`config.mk`:
```
export PLATFORM = sky130hd
export DESIGN_NAME = i2c_master_byte_engine_top
export DESIGN_NICKNAME = d
export VERILOG_FILES = /design/src/hw/rtl/i2cm_pkg.sv /design/src/hw/rtl/i2cm_cfg.sv /design/src/hw/rtl/i2cm_engine.sv /design/src/hw/rtl/i2c_master_byte_engine_top.sv
export SDC_FILE = /design/constraint.sdc
export NUM_CORES = 1
export LEC_CHECK = 0
export ABC_AREA = 1
export BUFFER_PORTS_ARGS = -buffer_cell sky130_fd_sc_hd__buf_4
export CORE_AREA = 10 10 148 150
export CTS_BUF_LIST = sky130_fd_sc_hd__clkbuf_16
export DETAILED_ROUTE_END_ITERATION = 12
export DIE_AREA = 0 0 158 160
export SLEW_MARGIN = 15
export SYNTH_ARGS = -nofsm -noshare
export SYNTH_HDL_FRONTEND = slang
export SYNTH_SLANG_ARGS = --single-unit
```
`constraint.sdc`:
```
create_clock -name clk_i -period 6.9 [get_ports clk_i]
set_clock_uncertainty 0.05 [all_clocks]
set_input_delay 1.38 -clock clk_i [delete_from_list [all_inputs] [get_ports clk_i]]
set_output_delay 1.38 -clock clk_i [all_outputs]
set_load 0.03 [all_outputs]
```
`src/hw/rtl/i2cm_pkg.sv`:
```
// Package for the I2C master byte engine: command, state and status codes,
// result type and reset constants. No dependencies.
package i2cm_pkg;

  localparam int unsigned FuncW    = 3;
  localparam int unsigned TickW    = 16;
  localparam int unsigned ByteW    = 8;
  localparam int unsigned StatusW  = 2;
  localparam int unsigned InDataW  = 16;
  localparam int unsigned OutDataW = 16;
  localparam int unsigned CfgAddrW = 3;

  localparam logic [TickW-1:0] HalfPeriodRst = 16'd100;
  localparam logic [TickW-1:0] AckTimeoutRst = 16'd575;

  localparam logic [ByteW-1:0] AddrWrMask = 8'hfe;
  localparam logic [ByteW-1:0] AddrRdBit  = 8'h01;
  localparam logic [ByteW-1:0] MsbMask    = 8'h80;

  typedef enum logic [FuncW-1:0] {
    FUNC_NONE  = 3'd0,
    FUNC_START = 3'd1,
    FUNC_STOP  = 3'd2,
    FUNC_WRITE = 3'd3,
    FUNC_ADDR  = 3'd4,
    FUNC_READ  = 3'd5
  } func_e;

  typedef enum logic [2:0] {
    ST_IDLE     = 3'd0,
    ST_START    = 3'd1,
    ST_STOP     = 3'd2,
    ST_WRITE    = 3'd3,
    ST_READ     = 3'd4,
    ST_FAILSTOP = 3'd5
  } cmd_state_e;

  typedef enum logic [StatusW-1:0] {
    STAT_OK       = 2'd0,
    STAT_BUS_BUSY = 2'd1,
    STAT_BUS_ERR  = 2'd2,
    STAT_ACK_TO   = 2'd3
  } status_e;

  typedef enum logic [0:0] {
    REG_HALF_PERIOD = 1'b0,
    REG_ACK_TIMEOUT = 1'b1
  } reg_idx_e;

  typedef struct packed {
    logic [ByteW-1:0]   data_byte;
    logic [FuncW-1:0]   func;
    logic               read_dir;
    logic               send_ack;
    logic               sda_in;
  } item_t;

  typedef struct packed {
    logic [ByteW-1:0]   rx_data;
    logic [StatusW-1:0] status;
    logic               done_res;
    logic               busy_res;
    logic               sda_out;
    logic               scl_out;
  } result_t;

endpackage

```
`src/hw/rtl/i2cm_cfg.sv`:
```
// APB register file: SCL half period and ACK timeout.
// Depends on i2cm_pkg.
module i2cm_cfg (
  input  logic                           clk_i,
  input  logic                           rst_ni,
  input  logic                           psel,
  input  logic                           penable,
  input  logic                           pwrite,
  input  logic [i2cm_pkg::CfgAddrW-1:0]  paddr,
  input  logic [31:0]                    pwdata,
  output logic [31:0]                    prdata,
  output logic                           pready,
  output logic [i2cm_pkg::TickW-1:0]     half_period_o,
  output logic [i2cm_pkg::TickW-1:0]     ack_timeout_o
);
  import i2cm_pkg::*;

  logic [TickW-1:0] half_q, half_d, ackto_q, ackto_d;
  logic             wr_en;
  reg_idx_e         idx;

  assign pready = 1'b1;
  assign wr_en  = psel & penable & pwrite & pready;
  assign idx    = reg_idx_e'(paddr[2]);

  always_comb begin
    half_d  = half_q;
    ackto_d = ackto_q;
    if (wr_en) begin
      unique case (idx)
        REG_HALF_PERIOD: half_d  = pwdata[TickW-1:0];
        REG_ACK_TIMEOUT: ackto_d = pwdata[TickW-1:0];
        default: ;
      endcase
    end
  end

  always_comb begin
    unique case (idx)
      REG_HALF_PERIOD: prdata = {{(32-TickW){1'b0}}, half_q};
      REG_ACK_TIMEOUT: prdata = {{(32-TickW){1'b0}}, ackto_q};
      default:         prdata = '0;
    endcase
  end

  always_ff @(posedge clk_i or negedge rst_ni) begin
    if (!rst_ni) begin
      half_q  <= HalfPeriodRst;
      ackto_q <= AckTimeoutRst;
    end else begin
      half_q  <= half_d;
      ackto_q <= ackto_d;
    end
  end

  assign half_period_o = half_q;
  assign ack_timeout_o = ackto_q;

endmodule

```
`src/hw/rtl/i2cm_engine.sv`:
```
// Bit-level I2C sequencer: command state, phase, shift and timing counters.
// Advances one tick per enabled cycle. Depends on i2cm_pkg.
module i2cm_engine (
  input  logic                        clk_i,
  input  logic                        rst_ni,
  input  logic                        en_i,
  input  i2cm_pkg::item_t             item_i,
  input  logic [i2cm_pkg::TickW-1:0]  half_period_i,
  input  logic [i2cm_pkg::TickW-1:0]  ack_timeout_i,
  output i2cm_pkg::result_t           result_o
);
  import i2cm_pkg::*;

  cmd_state_e       state_q, state_d;
  logic [2:0]       phase_q, phase_d;
  logic [3:0]       bitc_q, bitc_d;
  logic [ByteW-1:0] shift_q, shift_d;
  logic [TickW-1:0] delay_q, delay_d;
  logic [TickW-1:0] ackw_q, ackw_d;
  logic             scl_q, scl_d, sda_q, sda_d;
  status_e          status_q, status_d;
  logic [ByteW-1:0] rx_q, rx_d;
  logic             ackc_q, ackc_d;
  logic             done;
  logic             run;
  logic [TickW-1:0] hold_val;

  assign hold_val = (half_period_i == '0) ? TickW'(1) : half_period_i;

  // next state of the sequencer
  always_comb begin
    state_d  = state_q;
    phase_d  = phase_q;
    bitc_d   = bitc_q;
    shift_d  = shift_q;
    delay_d  = delay_q;
    ackw_d   = ackw_q;
    scl_d    = scl_q;
    sda_d    = sda_q;
    status_d = status_q;
    rx_d     = rx_q;
    ackc_d   = ackc_q;
    done     = 1'b0;
    run      = 1'b0;

    if (state_q == ST_IDLE) begin
      if (item_i.func >= FUNC_START && item_i.func <= FUNC_READ) begin
        phase_d = '0;
        bitc_d  = '0;
        delay_d = '0;
        ackw_d  = '0;
        run     = 1'b1;
        case (func_e'(item_i.func))
          FUNC_START: state_d = ST_START;
          FUNC_STOP:  state_d = ST_STOP;
          FUNC_WRITE: begin
            state_d = ST_WRITE;
            shift_d = item_i.data_byte;
          end
          FUNC_ADDR: begin
            state_d = ST_WRITE;
            shift_d = item_i.read_dir ? (item_i.data_byte | AddrRdBit)
                                      : (item_i.data_byte & AddrWrMask);
          end
          default: begin
            state_d = ST_READ;
            shift_d = '0;
            ackc_d  = item_i.send_ack;
          end
        endcase
      end
    end else if (delay_q > TickW'(1)) begin
      delay_d = delay_q - TickW'(1);
    end else begin
      delay_d = '0;
      run     = 1'b1;
    end

    if (run) begin
      unique case (state_d)
        ST_START: begin
          case (phase_d)
            3'd0: begin sda_d = 1'b1; delay_d = hold_val; phase_d = 3'd1; end
            3'd1: begin scl_d = 1'b1; delay_d = hold_val; phase_d = 3'd2; end
            3'd2: begin
              if (!item_i.sda_in) begin
                state_d = ST_IDLE; phase_d = '0; delay_d = '0;
                status_d = STAT_BUS_BUSY; done = 1'b1;
              end else begin
                sda_d = 1'b0; delay_d = hold_val; phase_d = 3'd3;
              end
            end
            3'd3: begin scl_d = 1'b0; delay_d = hold_val; phase_d = 3'd4; end
            default: begin
              state_d = ST_IDLE; phase_d = '0; delay_d = '0;
              status_d = item_i.sda_in ? STAT_BUS_ERR : STAT_OK; done = 1'b1;
            end
          endcase
        end
        ST_STOP, ST_FAILSTOP: begin
          case (phase_d)
            3'd0: begin sda_d = 1'b0; delay_d = hold_val; phase_d = 3'd1; end
            3'd1: begin scl_d = 1'b1; delay_d = hold_val; phase_d = 3'd2; end
            3'd2: begin sda_d = 1'b1; delay_d = hold_val; phase_d = 3'd3; end
            default: begin
              status_d = (state_d == ST_FAILSTOP) ? STAT_ACK_TO : STAT_OK;
              state_d = ST_IDLE; phase_d = '0; delay_d = '0; done = 1'b1;
            end
          endcase
        end
        ST_WRITE: begin
          case (phase_d)
            3'd0: begin
              scl_d   = 1'b0;
              sda_d   = (shift_d & MsbMask) != '0;
              shift_d = {shift_d[ByteW-2:0], 1'b0};
              bitc_d  = bitc_d + 4'd1;
              delay_d = hold_val;
              phase_d = 3'd1;
            end
            3'd1: begin scl_d = 1'b1; delay_d = hold_val; phase_d = 3'd2; end
            3'd2: begin
              scl_d   = 1'b0;
              delay_d = hold_val;
              phase_d = (bitc_d >= 4'd8) ? 3'd3 : 3'd0;
            end
            3'd3: begin
              sda_d = 1'b1; delay_d = hold_val; phase_d = 3'd4; ackw_d = '0;
            end
            3'd4: begin scl_d = 1'b1; delay_d = hold_val; phase_d = 3'd5; end
            default: begin
              if (!item_i.sda_in) begin
                scl_d = 1'b0;
                state_d = ST_IDLE; phase_d = '0; delay_d = '0;
                status_d = STAT_OK; done = 1'b1;
              end else if (ackw_d >= ack_timeout_i) begin
                state_d = ST_FAILSTOP;
                sda_d   = 1'b0;
                delay_d = hold_val;
                phase_d = 3'd1;
              end else begin
                ackw_d = ackw_d + TickW'(1);
              end
            end
          endcase
        end
        ST_READ: begin
          case (phase_d)
            3'd0: begin
              sda_d = 1'b1; scl_d = 1'b0; delay_d = hold_val; phase_d = 3'd1;
            end
            3'd1: begin scl_d = 1'b1; delay_d = hold_val; phase_d = 3'd2; end
            3'd2: begin
              shift_d = {shift_d[ByteW-2:0], item_i.sda_in};
              bitc_d  = bitc_d + 4'd1;
              scl_d   = 1'b0;
              delay_d = hold_val;
              phase_d = (bitc_d >= 4'd8) ? 3'd3 : 3'd1;
            end
            3'd3: begin
              sda_d = ~ackc_d; delay_d = hold_val; phase_d = 3'd4;
            end
            3'd4: begin scl_d = 1'b1; delay_d = hold_val; phase_d = 3'd5; end
            3'd5: begin scl_d = 1'b0; delay_d = hold_val; phase_d = 3'd6; end
            default: begin
              rx_d = shift_d;
              state_d = ST_IDLE; phase_d = '0; delay_d = '0;
              status_d = STAT_OK; done = 1'b1;
            end
          endcase
        end
        default: begin
          state_d = ST_IDLE; phase_d = '0; delay_d = '0;
          status_d = STAT_OK; done = 1'b1;
        end
      endcase
    end
  end

  // result seen on this tick
  always_comb begin
    result_o.scl_out  = scl_d;
    result_o.sda_out  = sda_d;
    result_o.busy_res = (state_d != ST_IDLE);
    result_o.done_res = done;
    result_o.status   = status_d;
    result_o.rx_data  = rx_d;
  end

  always_ff @(posedge clk_i or negedge rst_ni) begin
    if (!rst_ni) begin
      state_q  <= ST_IDLE;
      phase_q  <= '0;
      bitc_q   <= '0;
      shift_q  <= '0;
      delay_q  <= '0;
      ackw_q   <= '0;
      scl_q    <= 1'b1;
      sda_q    <= 1'b1;
      status_q <= STAT_OK;
      rx_q     <= '0;
      ackc_q   <= 1'b0;
    end else if (en_i) begin
      state_q  <= state_d;
      phase_q  <= phase_d;
      bitc_q   <= bitc_d;
      shift_q  <= shift_d;
      delay_q  <= delay_d;
      ackw_q   <= ackw_d;
      scl_q    <= scl_d;
      sda_q    <= sda_d;
      status_q <= status_d;
      rx_q     <= rx_d;
      ackc_q   <= ackc_d;
    end
  end

endmodule

```
`src/hw/rtl/i2c_master_byte_engine_top.sv`:
```
// I2C master byte engine top level: input register, sequencer, result register
// and APB configuration. Depends on i2cm_pkg, i2cm_cfg and i2cm_engine.
//
// Each input item is one tick of the bus timing: it carries the sampled SDA
// level and, while the engine is idle, a command. Every item yields exactly
// one result item with the SCL/SDA drive, busy, a done pulse, status and the
// last received byte. Items pass through an input register and a result
// register, one item per cycle sustained while m_axis_tready holds; a result
// becomes valid when its item moves from the input register into the result
// register. The sequencer state advances only on that move, so stalls on
// either side never change the timing counted in ticks. Write the
// configuration registers only while no command is running.
module i2c_master_byte_engine_top (
  input  logic                              clk_i,
  input  logic                              rst_ni,
  input  logic                              s_axis_tvalid,
  output logic                              s_axis_tready,
  // [7:0] data_byte, [8] read_dir, [9] send_ack, [10] sda_in, [15:11] zero
  input  logic [i2cm_pkg::InDataW-1:0]      s_axis_tdata,
  // [2:0] func
  input  logic [i2cm_pkg::FuncW-1:0]        s_axis_tuser,
  output logic                              m_axis_tvalid,
  input  logic                              m_axis_tready,
  // [0] scl_out, [1] sda_out, [2] busy_res, [3] done_res, [5:4] status,
  // [13:6] rx_data, [15:14] zero
  output logic [i2cm_pkg::OutDataW-1:0]     m_axis_tdata,
  input  logic                              psel,
  input  logic                              penable,
  input  logic                              pwrite,
  input  logic [i2cm_pkg::CfgAddrW-1:0]     paddr,
  input  logic [31:0]                       pwdata,
  output logic [31:0]                       prdata,
  output logic                              pready
);
  import i2cm_pkg::*;

  logic             in_vld_q, in_vld_d;
  item_t            in_item_q;
  logic             out_vld_q, out_vld_d;
  result_t          out_res_q;
  result_t          res;
  logic             step;
  logic [TickW-1:0] half_period, ack_timeout;

  i2cm_cfg u_cfg (
    .clk_i,
    .rst_ni,
    .psel,
    .penable,
    .pwrite,
    .paddr,
    .pwdata,
    .prdata,
    .pready,
    .half_period_o (half_period),
    .ack_timeout_o (ack_timeout)
  );

  i2cm_engine u_engine (
    .clk_i,
    .rst_ni,
    .en_i          (step),
    .item_i        (in_item_q),
    .half_period_i (half_period),
    .ack_timeout_i (ack_timeout),
    .result_o      (res)
  );

  assign step          = in_vld_q & (~out_vld_q | m_axis_tready);
  assign s_axis_tready = ~in_vld_q | step;

  always_comb begin
    in_vld_d = in_vld_q;
    if (s_axis_tready) in_vld_d = s_axis_tvalid;
    out_vld_d = out_vld_q;
    if (~out_vld_q | m_axis_tready) out_vld_d = in_vld_q;
  end

  always_ff @(posedge clk_i or negedge rst_ni) begin
    if (!rst_ni) begin
      in_vld_q  <= 1'b0;
      out_vld_q <= 1'b0;
    end else begin
      in_vld_q  <= in_vld_d;
      out_vld_q <= out_vld_d;
    end
  end

  always_ff @(posedge clk_i) begin
    if (s_axis_tready && s_axis_tvalid) begin
      in_item_q.data_byte <= s_axis_tdata[ByteW-1:0];
      in_item_q.read_dir  <= s_axis_tdata[8];
      in_item_q.send_ack  <= s_axis_tdata[9];
      in_item_q.sda_in    <= s_axis_tdata[10];
      in_item_q.func      <= s_axis_tuser;
    end
    if (step) out_res_q <= res;
  end

  assign m_axis_tvalid = out_vld_q;
  assign m_axis_tdata  = {{(OutDataW-14){1'b0}}, out_res_q.rx_data, out_res_q.status,
                          out_res_q.done_res, out_res_q.busy_res, out_res_q.sda_out,
                          out_res_q.scl_out};

endmodule
```
==> impl_metrics.json <==
{
  "status": "complete, no violations",
  "n_fill_cell": 1896,
  "grt_max_degree": 70,
  "vias": 7254,
  "r2r_cells": 18,
  "pwr-share-clk_pct": 24.4,
  "cap_violations": 0,
  "cts_resized": 0,
  "yosysTopAreaCell": "dfrtp_1",
  "yosys-top-cells-area": "dfrtp_1 (26%), nand2_1 (15%), edfxtp_1 (10%)",
  "cts_buffers": 17,
  "timing_hold_violations_final": 0,
  "worstPathArrival_ps": 4010,
  "clock_sinks": 125,
  "end_kind": "flop",
  "final_cell_mix": "nand2_1 (321), inv_1 (152), o21ai_0 (100)",
  "holdPathEnd": "u_engine.ackw_q[15]",
  "clk_latency_ps": 430,
  "ios": 112,
  "grt_pass1_vias": 6952,
  "power_density_nw_per_um2": 380,
  "rr_endpoint": "m_axis_tdata[2]",
  "seq_power_share_pct": 31.4,
  "netlist.area_leader.share_pct": 26.0,
  "final_max_slew_viol_count": 0,
  "ys.flop_type": "dfrtp_1",
  "gp_congestion": 0.892,
  "dieArea_um2": 25300,
  "num_antenna_cells": 0,
  "path_max_fanout": 23,
  "max_slew.worst_pin.slew_ps": 885,
  "drt-total-wl_um": 21500,
  "synth_edf_count": 28,
  "grt_pass1_wl_um": 35700,
  "hp-start": "u_engine.ackw_q[15]",
  "slew_headroom_pct": 40.9,
  "antenna_left": 0,
  "ir_drop_mv": 0.219,
  "finalSetupViolations": 0,
  "antenna_found_initial": 0,
  "fin_ws_ps": 2990,
  "first_pass_iters": 6,
  "cts.path.max_buffers": 2,
  "cp_slowest_stage_delay_ps": 550,
  "post_cts_buffers": 0,
  "cp_top_family": "simple AND/OR/NAND/NOR gates",
  "final_common_cell": "nand2_1",
  "drtIter0Drc": 510,
  "r2r-start": "in_item_q[5]",
  "hold_depth": 2,
  "viasPerCell": 5.04,
  "ys_warn_count": 0,
  "cpMaxStageDelayCell": "nor4_1",
  "crit_chain": "inv_2, nand2_1, nand3_2, nand2_4, inv_2, nor2_1, ha_1, nand2_1, nor4_1, nand2_1, nand2_1, nand2_1, nand2_1, nand2_1, nand2_1, o21ai_1, nor2_1, nand3_1",
  "chipHeight_um": 160,
  "combPwrFrac_pct": 44.2,
  "power.switching_mw": 1.62,
  "postCtsHoldBufs": 0,
  "ys_types": 47,
  "clkTransAtPathRegs_ps": 60,
  "switching_share_pct": 45.4,
  "period_share_pct": 56.7,
  "fin_nets": 1270,
  "crit_buf_inv": 2,
  "grtUsageTotal_pct": 17.3,
  "async_flop_share_pct": 77.6,
  "ys_seq_area_share_pct": 40.1,
  "fmax_ghz": 0.256,
  "fin_crit_ps": 3910,
  "worstSetupPathType": "flop to flop",
  "cts_max_level": 4,
  "portBuffers": 69,
  "critPathLaunchType": "flop",
  "wl_per_cell_um": 14.9,
  "crit_top_cell": "nand2_1",
  "drcViolationCount": 0,
  "hp-class": "flop to flop",
  "p_int_mw": 1.94,
  "rows": 51,
  "start_util_pct": 42.9,
  "syn_area_um2": 8180,
  "reg2reg_slack_ps": 2990,
  "cts_root_buffer": "clkbuf_16",
  "cts_tree": "done",
  "hpwl_um": 15600,
  "avgSynthCellArea_um2": 7.22,
  "rsz0062_at_grt": "no",
  "dp_slack_ps": 3130,
  "p_total_mw": 3.56,
  "drive_above_1_share_pct": 16.2,
  "ys_ff_latch": 125,
  "required_ps": 7000,
  "syn2layout_area_growth_pct": 14.4,
  "core_area_um2": 19100,
  "p_leak_nw": 4.58,
  "setup_tns_ps": 0,
  "grt-ovfl-total": 0,
  "netlist_instances": 1132,
  "die_w_um": 158
}
metrics by stage:
step / instance area (µm²) / std cells / util, % / hold slack, ps
floorplan: 8240 / 1149 / - / 399
global placement: 8780 / 1407 / 46.0 / 411
detailed placement: 8780 / 1407 / 46.0 / 416
CTS: 9350 / 1439 / 49.0 / 431
global route: 9350 / 1439 / 49.0 / 457
finish: 9350 / 1439 / 49.0 / 432
layer usage:
layer	vias up	GRT usage (%)	wire length, µm
met5	-	0	0
met4	0	5.64	356
met3	24	3.36	1070
met2	155	26.8	9890
met1	3340	23.7	10200
li1	3735	-	-
cells in the mapped netlist (12+ instances only):
library cell  instances
o21ai_0             100
nor2_1               77
edfxtp_1             28
nand3_1              60
o21ai_1              20
buf_4                20
clkbuf_1             21
inv_2                26
nor2_2               13
nand2_1             321
dfstp_2              12
dfrtp_1              85
nand3_2              16
inv_1               150
a21oi_1              44
ha_1                 21
nand4_1              13
power by group through the flow:
stage               clock [mW]  combinational, mW  sequential, mW
finish                   0.870               1.57            1.12
global route             0.923               1.77            1.14
CTS                      0.883               1.56            1.12
detailed placement           0               1.56            1.13
global placement             0               1.54            1.12
floorplan                    0               1.17            1.13
area by class of cell:
type                    instances  area (µm²)  area share, %
multi-input cells             794        4000           42.8
repair buffers                 72         541           5.78
well taps                     238         298           3.18
clock buffers                  18         450           4.82
flip-flops and latches        125        3280           35.1
clock inverters                14         113           1.20
inverters                     178         668           7.14
flip-flops by register name (all words and copies together), names as in the netlist, 2 cells and up:
register and flops:
u_engine.delay_q 16, u_engine.rx_q 8, u_cfg.half_period_o 16, u_engine.bitc_q 4
u_engine.status_q 2, u_engine.shift_q 8, in_item_q 14, u_engine.state_q 3
u_cfg.ack_timeout_o 16, u_engine.phase_q 3, m_axis_tdata 14, u_engine.ackw_q 16
tightest hold or removal path, delay by kind of cell (launching register included):
kind	cells	cell delay, ps
DFF	1	340
and+or+nand+nor	2	110
cells by family (layout without fill, tap and decap cells):
| kind of cell | after synthesis | in the layout | share of synthesized area, % |
|---|---|---|---|
| simple gates | 532 | 532 | 28.9 |
| buf+inv | 230 | 282 | 11.8 |
| compound gates | 211 | 211 | 14.6 |
| flops | 125 | 125 | 40.1 |
| fa+ha+maj | 21 | 21 | 3.21 |
| xor+xnor | 11 | 11 | 1.18 |
| other cells | 2 | 19 | 0.0918 |
worst max-delay path by stage:
stage	start	cells after the start	endpoint
floorplan	paddr[2]	3	prdata[11]
global route	in_item_q[5]	18	m_axis_tdata[2]
detailed placement	in_item_q[5]	18	m_axis_tdata[2]
CTS	in_item_q[5]	18	m_axis_tdata[2]
global placement	in_item_q[5]	18	m_axis_tdata[2]
finish	in_item_q[5]	18	m_axis_tdata[2]
Note: power is estimated with default switching activity, not from simulation.
